[config.mk]
export PLATFORM = sky130hd
export DESIGN_NAME = rm_edf_tick_scheduler
export DESIGN_NICKNAME = d
export VERILOG_FILES = /design/src/rtl/edfs_pkg.sv /design/src/rtl/rm_edf_tick_scheduler.sv
export SDC_FILE = /design/constraint.sdc
export NUM_CORES = 2
export LEC_CHECK = 0
export BUFFER_PORTS_ARGS = -buffer_cell sky130_fd_sc_hd__buf_4
export CAP_MARGIN = 25
export CORE_MARGIN = 2
export CORE_UTILIZATION = 60
export CTS_CLUSTER_DIAMETER = 80
export DETAILED_ROUTE_END_ITERATION = 10
export PLACE_DENSITY = 0.87
export RECOVER_POWER = 100
export SKIP_CTS_REPAIR_TIMING = 1
export SYNTH_ARGS = -nofsm -noshare
export SYNTH_HDL_FRONTEND = slang
export SYNTH_SLANG_ARGS = --single-unit
[constraint.sdc]
create_clock -name clock -period 21.8 [get_ports clock]
set_input_delay 3.27 -clock clock [delete_from_list [all_inputs] [get_ports clock]]
set_output_delay 3.27 -clock clock [all_outputs]
set_load 0.01 [all_outputs]
[src/rtl/edfs_pkg.sv]
// shared types and codes for the rm / edf tick scheduler
package edfs_pkg;

   // request kinds
   localparam logic [1:0] REQ_LOAD    = 2'd0;
   localparam logic [1:0] REQ_TICK    = 2'd1;
   localparam logic [1:0] REQ_RESTART = 2'd2;

   // csr register indexes
   localparam logic [1:0] CSR_POLICY = 2'd0;
   localparam logic [1:0] CSR_ACTIVE = 2'd1;

   // policy codes
   localparam logic POLICY_RM  = 1'b0;
   localparam logic POLICY_EDF = 1'b1;

   localparam logic [31:0] TIME_MAX = 32'hFFFF_FFFF;

   typedef struct packed {
      logic [1:0]  req_type;
      logic [3:0]  task_index;
      logic [15:0] period;
      logic [15:0] exec_time;
      logic [15:0] rel_deadline;
   } sched_req_type;

   typedef struct packed {
      logic [1:0]  done_kind;
      logic [4:0]  running_task;
      logic [31:0] tick_time;
      logic        job_finished;
   } sched_rsp_type;

   // one task entry as held in the task memory
   typedef struct packed {
      logic [15:0] period;
      logic [15:0] exec_time;
      logic [15:0] rel_deadline;
      logic [15:0] work_left;
      logic [31:0] release_time;
   } task_entry_type;

endpackage

[src/rtl/rm_edf_tick_scheduler.sv]
// rate monotonic / earliest deadline first tick scheduler, top level
//
//   channel  ports                               direction  handshake
//   request  start, busy, req_payload            in         start & !busy
//   response rsp_valid, rsp_payload              out        one-cycle strobe
//   csr      csr_valid, csr_ready, csr_index,    in         valid & ready
//            csr_wdata
//
// load, restart and unknown requests answer in the cycle after the transfer and
// leave busy low, so a new request may follow at once.
// a tick scans the active task entries through the task memory, one read per
// cycle through a registered read port, then writes the chosen entry back.
// reset clears time, selects rm, sets the active count to 1 and marks every
// entry fresh (work reloads, release time zero); no clearing pass is needed.
// the receiver cannot stall; each response is shown for one cycle only.
module rm_edf_tick_scheduler
   import edfs_pkg::*;
#(
   parameter int MAX_TASKS = 16
) (
   input  logic          clock,
   input  logic          reset,
   input  logic          start,
   output logic          busy,
   input  sched_req_type req_payload,
   output logic          rsp_valid,
   output sched_rsp_type rsp_payload,
   input  logic          csr_valid,
   output logic          csr_ready,
   input  logic [1:0]    csr_index,
   input  logic [4:0]    csr_wdata
);

   localparam int AW = (MAX_TASKS > 1) ? $clog2(MAX_TASKS) : 1;
   localparam int CW = $clog2(MAX_TASKS + 1);

   localparam logic ST_IDLE = 1'b0;
   localparam logic ST_SCAN = 1'b1;

   // control and configuration
   logic                 state_ff, state_in;
   logic                 policy_ff, policy_in;
   logic [4:0]           active_ff, active_in;
   logic [31:0]          now_ff, now_in;
   logic [MAX_TASKS-1:0] fresh_ff, fresh_in;
   logic [CW-1:0]        issue_ff, issue_in;
   logic                 rd_valid_ff;
   logic [AW-1:0]        rd_idx_ff;
   logic                 rsp_valid_ff, rsp_valid_in;
   sched_rsp_type        rsp_ff, rsp_in;

   // best candidate so far
   logic                 best_found_ff, best_found_in;
   logic [AW-1:0]        best_idx_ff, best_idx_in;
   logic [32:0]          best_key_ff, best_key_in;
   task_entry_type       best_ff, best_in;

   // task memory
   task_entry_type       mem [MAX_TASKS];
   task_entry_type       rd_data_ff;
   logic                 rd_en;
   logic [AW-1:0]        rd_addr;
   logic                 wr_en;
   logic [AW-1:0]        wr_addr;
   task_entry_type       wr_data;

   logic                 accept;
   logic [CW-1:0]        count;
   logic                 scan_done;
   logic                 load_ok;
   logic [15:0]          eff_work;
   logic [31:0]          eff_rel;
   logic                 eligible;
   logic [32:0]          cand_key;
   logic                 take;
   logic [15:0]          work_dec;
   logic [32:0]          rel_sum;

   assign accept    = start && !busy;
   assign busy      = (state_ff == ST_SCAN);
   assign csr_ready = 1'b1;
   assign rsp_valid = rsp_valid_ff;
   assign rsp_payload = rsp_ff;

   // active entry count clamped to the table depth
   always_comb begin
      if (32'(active_ff) > 32'(MAX_TASKS)) begin
         count = CW'(MAX_TASKS);
      end else begin
         count = CW'(active_ff);
      end
   end

   assign load_ok   = 32'(req_payload.task_index) < 32'(MAX_TASKS);
   assign rd_en     = (state_ff == ST_SCAN) && (issue_ff < count);
   assign rd_addr   = issue_ff[AW-1:0];
   assign scan_done = (state_ff == ST_SCAN) && (issue_ff >= count) && !rd_valid_ff;

   // candidate evaluation on the registered read data
   always_comb begin
      if (fresh_ff[rd_idx_ff]) begin
         eff_work = rd_data_ff.exec_time;
         eff_rel  = '0;
      end else begin
         eff_work = rd_data_ff.work_left;
         eff_rel  = rd_data_ff.release_time;
      end
      eligible = (now_ff >= eff_rel) && (eff_work != '0);
      if (policy_ff == POLICY_EDF) begin
         cand_key = {1'b0, eff_rel} + {17'b0, rd_data_ff.rel_deadline};
      end else begin
         cand_key = {17'b0, rd_data_ff.period};
      end
      take = rd_valid_ff && eligible && (!best_found_ff || (cand_key < best_key_ff));
   end

   // write-back of the chosen entry
   assign work_dec = best_ff.work_left - 16'd1;
   assign rel_sum  = {1'b0, best_ff.release_time} + {17'b0, best_ff.period};

   // main control
   always_comb begin
      state_in      = state_ff;
      policy_in     = policy_ff;
      active_in     = active_ff;
      now_in        = now_ff;
      fresh_in      = fresh_ff;
      issue_in      = issue_ff;
      rsp_valid_in  = 1'b0;
      rsp_in        = '0;
      best_found_in = best_found_ff;
      best_idx_in   = best_idx_ff;
      best_key_in   = best_key_ff;
      best_in       = best_ff;
      wr_en         = 1'b0;
      wr_addr       = AW'(req_payload.task_index);
      wr_data       = '0;

      // csr transfer
      if (csr_valid && csr_ready) begin
         unique case (csr_index)
            CSR_POLICY: policy_in = csr_wdata[0];
            CSR_ACTIVE: active_in = csr_wdata;
            default: ;
         endcase
      end

      // scan: issue reads and keep the best candidate
      if (rd_en) begin
         issue_in = issue_ff + CW'(1);
      end
      if (take) begin
         best_found_in          = 1'b1;
         best_idx_in            = rd_idx_ff;
         best_key_in            = cand_key;
         best_in                = rd_data_ff;
         best_in.work_left      = eff_work;
         best_in.release_time   = eff_rel;
      end

      unique case (state_ff)
         ST_IDLE: begin
            if (accept) begin
               rsp_in.done_kind = req_payload.req_type;
               unique case (req_payload.req_type)
                  REQ_LOAD: begin
                     rsp_valid_in = 1'b1;
                     now_in       = '0;
                     if (load_ok) begin
                        wr_en                = 1'b1;
                        wr_data.period       = req_payload.period;
                        wr_data.exec_time    = req_payload.exec_time;
                        wr_data.rel_deadline = req_payload.rel_deadline;
                        wr_data.work_left    = req_payload.exec_time;
                        wr_data.release_time = '0;
                        fresh_in[wr_addr]    = 1'b0;
                     end
                  end
                  REQ_RESTART: begin
                     rsp_valid_in = 1'b1;
                     now_in       = '0;
                     fresh_in     = '1;
                  end
                  REQ_TICK: begin
                     state_in      = ST_SCAN;
                     issue_in      = '0;
                     best_found_in = 1'b0;
                  end
                  default: begin
                     rsp_valid_in = 1'b1;
                  end
               endcase
            end
         end
         ST_SCAN: begin
            if (scan_done) begin
               state_in              = ST_IDLE;
               rsp_valid_in          = 1'b1;
               rsp_in.done_kind      = REQ_TICK;
               rsp_in.tick_time      = now_ff;
               now_in                = (now_ff == TIME_MAX) ? now_ff : now_ff + 32'd1;
               if (best_found_ff) begin
                  rsp_in.running_task = 5'(32'(best_idx_ff) + 32'd1);
                  wr_en               = 1'b1;
                  wr_addr             = best_idx_ff;
                  wr_data             = best_ff;
                  fresh_in[best_idx_ff] = 1'b0;
                  if (work_dec == '0) begin
                     rsp_in.job_finished  = 1'b1;
                     wr_data.work_left    = best_ff.exec_time;
                     wr_data.release_time = rel_sum[32] ? TIME_MAX : rel_sum[31:0];
                  end else begin
                     wr_data.work_left    = work_dec;
                  end
               end
            end
         end
         default: state_in = ST_IDLE;
      endcase
   end

   // task memory: one write and one registered read port
   always_ff @(posedge clock) begin
      if (wr_en) begin
         mem[wr_addr] <= wr_data;
      end
      if (rd_en) begin
         rd_data_ff <= mem[rd_addr];
      end
   end

   // control registers
   always_ff @(posedge clock) begin
      if (reset) begin
         state_ff      <= ST_IDLE;
         policy_ff     <= POLICY_RM;
         active_ff     <= 5'd1;
         now_ff        <= '0;
         fresh_ff      <= '1;
         issue_ff      <= '0;
         rd_valid_ff   <= 1'b0;
         rsp_valid_ff  <= 1'b0;
         best_found_ff <= 1'b0;
      end else begin
         state_ff      <= state_in;
         policy_ff     <= policy_in;
         active_ff     <= active_in;
         now_ff        <= now_in;
         fresh_ff      <= fresh_in;
         issue_ff      <= issue_in;
         rd_valid_ff   <= rd_en;
         rsp_valid_ff  <= rsp_valid_in;
         best_found_ff <= best_found_in;
      end
   end

   // payload registers
   always_ff @(posedge clock) begin
      rd_idx_ff   <= rd_addr;
      rsp_ff      <= rsp_in;
      best_idx_ff <= best_idx_in;
      best_key_ff <= best_key_in;
      best_ff     <= best_in;
   end

`ifndef SYNTHESIS
   // memory reads only happen while scanning
   a_read_in_scan: assert property (@(posedge clock) disable iff (reset)
      rd_en |-> state_ff == ST_SCAN)
      else $error("task memory read outside scan");

   // no write-back while reads are still being issued
   a_no_write_during_reads: assert property (@(posedge clock) disable iff (reset)
      wr_en |-> !rd_en)
      else $error("task memory write during scan reads");

   // end of scan gives a tick response and frees the block
   a_scan_done_rsp: assert property (@(posedge clock) disable iff (reset)
      scan_done |=> rsp_valid_ff && rsp_ff.done_kind == REQ_TICK && state_ff == ST_IDLE)
      else $error("scan end without tick response");

   // only tick responses name a task, and a finished job needs a task
   a_task_only_on_tick: assert property (@(posedge clock) disable iff (reset)
      rsp_valid_ff && rsp_ff.running_task != '0 |-> rsp_ff.done_kind == REQ_TICK)
      else $error("task reported on a non-tick response");

   a_finish_needs_task: assert property (@(posedge clock) disable iff (reset)
      rsp_valid_ff && rsp_ff.job_finished |-> rsp_ff.running_task != '0)
      else $error("job finished on an idle tick");
`endif

endmodule

==> run_results.csv <==
group,metric,value,unit
cells_and_area,layout_commonest_cell,"edfxtp_1",
logic_synthesis,synth-edff-count,1765,
run,max_cap_violations,67,
critical_path,critPathTopFamily,"buffers and inverters",
timing,setup_viol,0,
global_routing,grtUsageTotal,32.4,%
pwr,p_leak,27.3,nW
logic_synthesis,synthCells,3783,
critical_path,cp_common_cell,"o21ai_0",
logic_synthesis,ys_seq_area_share,73.9,%
logic_synthesis,synth_nets,3959,
global_routing,grt_max_degree,138,
pwr,cellPowerDensity,86.5,nW/um^2
critical_path,critical_path_peak_fanout,61,
critical_path,r2r-start,"rd_idx_ff[0]$_DFF_P_",
clock_network,clk_path_buf_depth,3,
clock_network,cts_buffers,173,
clock_network,cts_sinks,1872,
logic_synthesis,avgSynthCellArea,19.7,um^2
timing,max_freq,69.7,MHz
critical_path,start_kind,"flop",
clock_network,worstSkewPairLatency,0.82,ns
critical_path,critPathSlowestCell,"clkbuf_1",
logic_synthesis,yosysTopAreaCellShare,71.1,%
clock_network,htreeDepth,4,
worst_hold_path,holdCritStartpoint,"rd_data_ff[82]$_DFFE_PP_",
floorplan,io_pins,108,
timing,tns,0,ns
route,antenna_left,0,
floorplan,die_x,357,um
route,drc_errors,0,
timing,tightest_slew,9.72,ns
critical_path,worstSetupStartpoint,"rd_idx_ff[0]$_DFF_P_",
timing,maxSlewViolCount,2602,
global_routing,grt_pass1_vias,41500,
global_routing,grt_pass1_wl,292000,um
worst_hold_path,hold_path.class,"reg2reg",
place,hpwl,104000,um
logic_synthesis,syn_area,74600,um^2
logic_synthesis,synth_area_leaders,"edfxtp_1 71%, mux4_2 15%, dfxtp_1 2.9%, ha_1 1.8%, nand2_1 1.2%",
pwr,p_clk_share,41.8,%
cells_and_area,fin_cells,5799,
cells_and_area,layout_common_cells,"1,765 x edfxtp_1, 484 x mux4_2, 237 x nand2_1",
global_routing,antenna_found_initial,7,
timing,rsz0062_at_grt,"no",
route,viasPerCell,7.09,
critical_path,slowest_delay,2.63,ns
clock_network,clk_pin_slew,0.07,ns
route,drt_iter0_markers,6641,
global_routing,grt-ovfl-total,0,
place,portBuffers,106,
critical_path,required,22.23,ns
route,wl,204000,um
route,avgRoutedWirePerCell,35.1,um
timing,period_needed,14.36,ns
floorplan,row_count,129,
critical_path,endpoint_kind,"flop",
pwr,p_sw_share,21.1,%
clock_network,root_buffer,"clkbuf_16",
pwr,peakVddDrop,0.128,mV
place,dp_cells,5453,
floorplan,core,123000,um^2
floorplan,die_h,357,um
cells_and_area,area_growth,10.9,%
cells_and_area,drive_gt1_share,20.1,%
pwr,p_comb_share,3.1,%
place,gp_congestion,0.899,
timing,slew_headroom,-548,%
pwr,pwr-share-seq,55.1,%
critical_path,critPathKind,"reg2reg",
pwr,power_switching,1.51,mW
floorplan,start_util,60.4,%
logic_synthesis,synth.largest_area_cell,"edfxtp_1",
run_status,outcome,"finished with violations",
logic_synthesis,synthDistinctLibCells,77,
route,dr.pass1.iters,8,
timing,fin_worst_skew,0.0476,ns
logic_synthesis,yosys_warnings,0,
cells_and_area,nets,4195,
pwr,power_report.internal_total,5.65,mW
critical_path,cp.arrival,14.78,ns
clock_network,cts_tree,"built",
logic_synthesis,async_flop_share,0,%
cells_and_area,fill_cells,7306,
timing,hold_violations,0,
timing,fin_crit_sh,65.9,%
critical_path,crit_buf_inv,4,
logic_synthesis,synth-seq-cells,1872,
logic_synthesis,ys.flop_type,"edfxtp_1",
run_status,violations,"max-capacitance violations, max-slew violations",
critical_path,rrSetupSlack,7.44,ns
floorplan,fp.dieArea,127000,um^2
route,via_count,41100,
per-layer routing:
layer  part of all wire, %  up-vias  track usage [%]
met5                 0.021        -                0
met4                   5.3        6             13.9
met3                    14      746             7.85
met2                    48     3774             51.9
met1                    32    20700             43.1
li1                      -    15900                -
state kept, by name, summed over array words and instances, names as in the netlist, 4 cells and up:
| register | count |
|---|---|
| active_ff | 5 |
| rd_data_ff | 96 |
| best_ff | 96 |
| rd_idx_ff | 4 |
| fresh_ff | 16 |
| best_idx_ff | 4 |
| best_key_ff | 33 |
| now_ff | 32 |
| issue_ff | 5 |
| mem | 1536 |
| rsp_payload | 40 |
per-stage QoR:
stage	setup slack, ns	hold slack, ns	util [%]	cell area, um^2	total power [mW]
3_3_place_gp	12.66	0.440	62.9	77700	4.21
5_1_grt	6.18	0.475	67.0	82700	7.29
2_1_floorplan	5.86	0.354	-	74600	4.15
4_1_cts	12.48	0.468	67.4	83200	7.15
6_report	7.44	0.470	67.0	82800	7.16
3_5_place_dp	12.61	0.451	63.0	77800	4.22
worst register-to-register path, stage by stage (launching register included):
cell and delay, ns:
dfxtp_1 0.49, mux4_2 0.55, mux2i_1 0.31, mux2_2 0.22, clkbuf_1 2.04, nand2_1 0.38, inv_1 0.27, ha_1 0.28
a211oi_1 0.31, o21ai_0 0.27, a41oi_1 0.36, o21ai_0 0.26, a221oi_1 1.08, nor4_1 0.16, nand3_1 0.17, o21ai_0 0.13
ha_1 0.32, a21o_1 0.18, a21oi_1 0.15, o21ai_0 0.10, a21oi_1 0.14, o21ai_0 0.08, a21o_1 0.18, a221oi_1 1.68
clkbuf_1 2.64, buf_4 1.05
cell families (layout without fill, tap and decap cells):
| group | after synthesis | after routing | synth area share (%) |
|---|---|---|---|
| flops | 1872 | 1872 | 73.9 |
| simple gates | 606 | 606 | 3.86 |
| mux | 509 | 509 | 15.0 |
| compound gates | 332 | 332 | 2.96 |
| buf+inv | 264 | 641 | 1.36 |
| fa+ha+maj | 111 | 111 | 1.88 |
| xor+xnor | 88 | 88 | 1.03 |
| other cells | 1 | 3 | 0.00503 |
Yosys cell counts, types with 5 or more instances:
| library cell | count |
|---|---|
| a211oi_1 | 8 |
| a21boi_0 | 6 |
| a21o_1 | 34 |
| a21oi_1 | 79 |
| a22o_1 | 31 |
| a22oi_1 | 14 |
| a31oi_1 | 8 |
| a32oi_1 | 6 |
| a41oi_1 | 5 |
| and2_1 | 45 |
| and3_1 | 13 |
| buf_1 | 35 |
| buf_4 | 5 |
| clkbuf_1 | 126 |
| dfxtp_1 | 107 |
| edfxtp_1 | 1765 |
| ha_1 | 109 |
| inv_1 | 94 |
| mux2_2 | 15 |
| mux2i_1 | 10 |
| mux4_2 | 484 |
| nand2_1 | 238 |
| nand2b_1 | 9 |
| nand3_1 | 38 |
| nand4_1 | 32 |
| nor2_1 | 120 |
| nor2b_1 | 17 |
| nor3_1 | 33 |
| nor3b_1 | 8 |
| nor4_1 | 19 |
| o211ai_1 | 6 |
| o21a_1 | 8 |
| o21ai_0 | 82 |
| o21bai_1 | 6 |
| or2_2 | 7 |
| or3_1 | 7 |
| xnor2_1 | 48 |
| xor2_1 | 40 |
power groups by stage:
| stage | combinational (mW) | sequential, mW | clock, mW |
|---|---|---|---|
| after global placement | 0.193 | 4.02 | 0 |
| final | 0.219 | 3.94 | 2.99 |
| after detailed placement | 0.201 | 4.02 | 0 |
| after global routing | 0.232 | 3.94 | 3.12 |
| after floorplan | 0.139 | 4.01 | 0 |
| after CTS | 0.207 | 3.94 | 3.00 |
cell type report:
class	instances	area, um^2	share of cell area (%)
sequential	1872	55100	66.6
multi-input combinational	1647	18500	22.4
clock buffer	215	4580	5.54
tap	1637	2050	2.48
timing repair buffer	231	1220	1.47
clock inverter	101	877	1.06
inverter	94	353	0.426
antenna	2	5.00	0.00605
final timing paths:
kind,end,depth (start not counted)
worst min register to register,best_ff[82]$_DFFE_PP_,0
worst min-delay path,best_ff[82]$_DFFE_PP_,0
worst max register to register,best_ff[73]$_DFFE_PP_,25
worst max-delay path,best_ff[73]$_DFFE_PP_,25
Note: power is estimated with default switching activity, not from simulation.
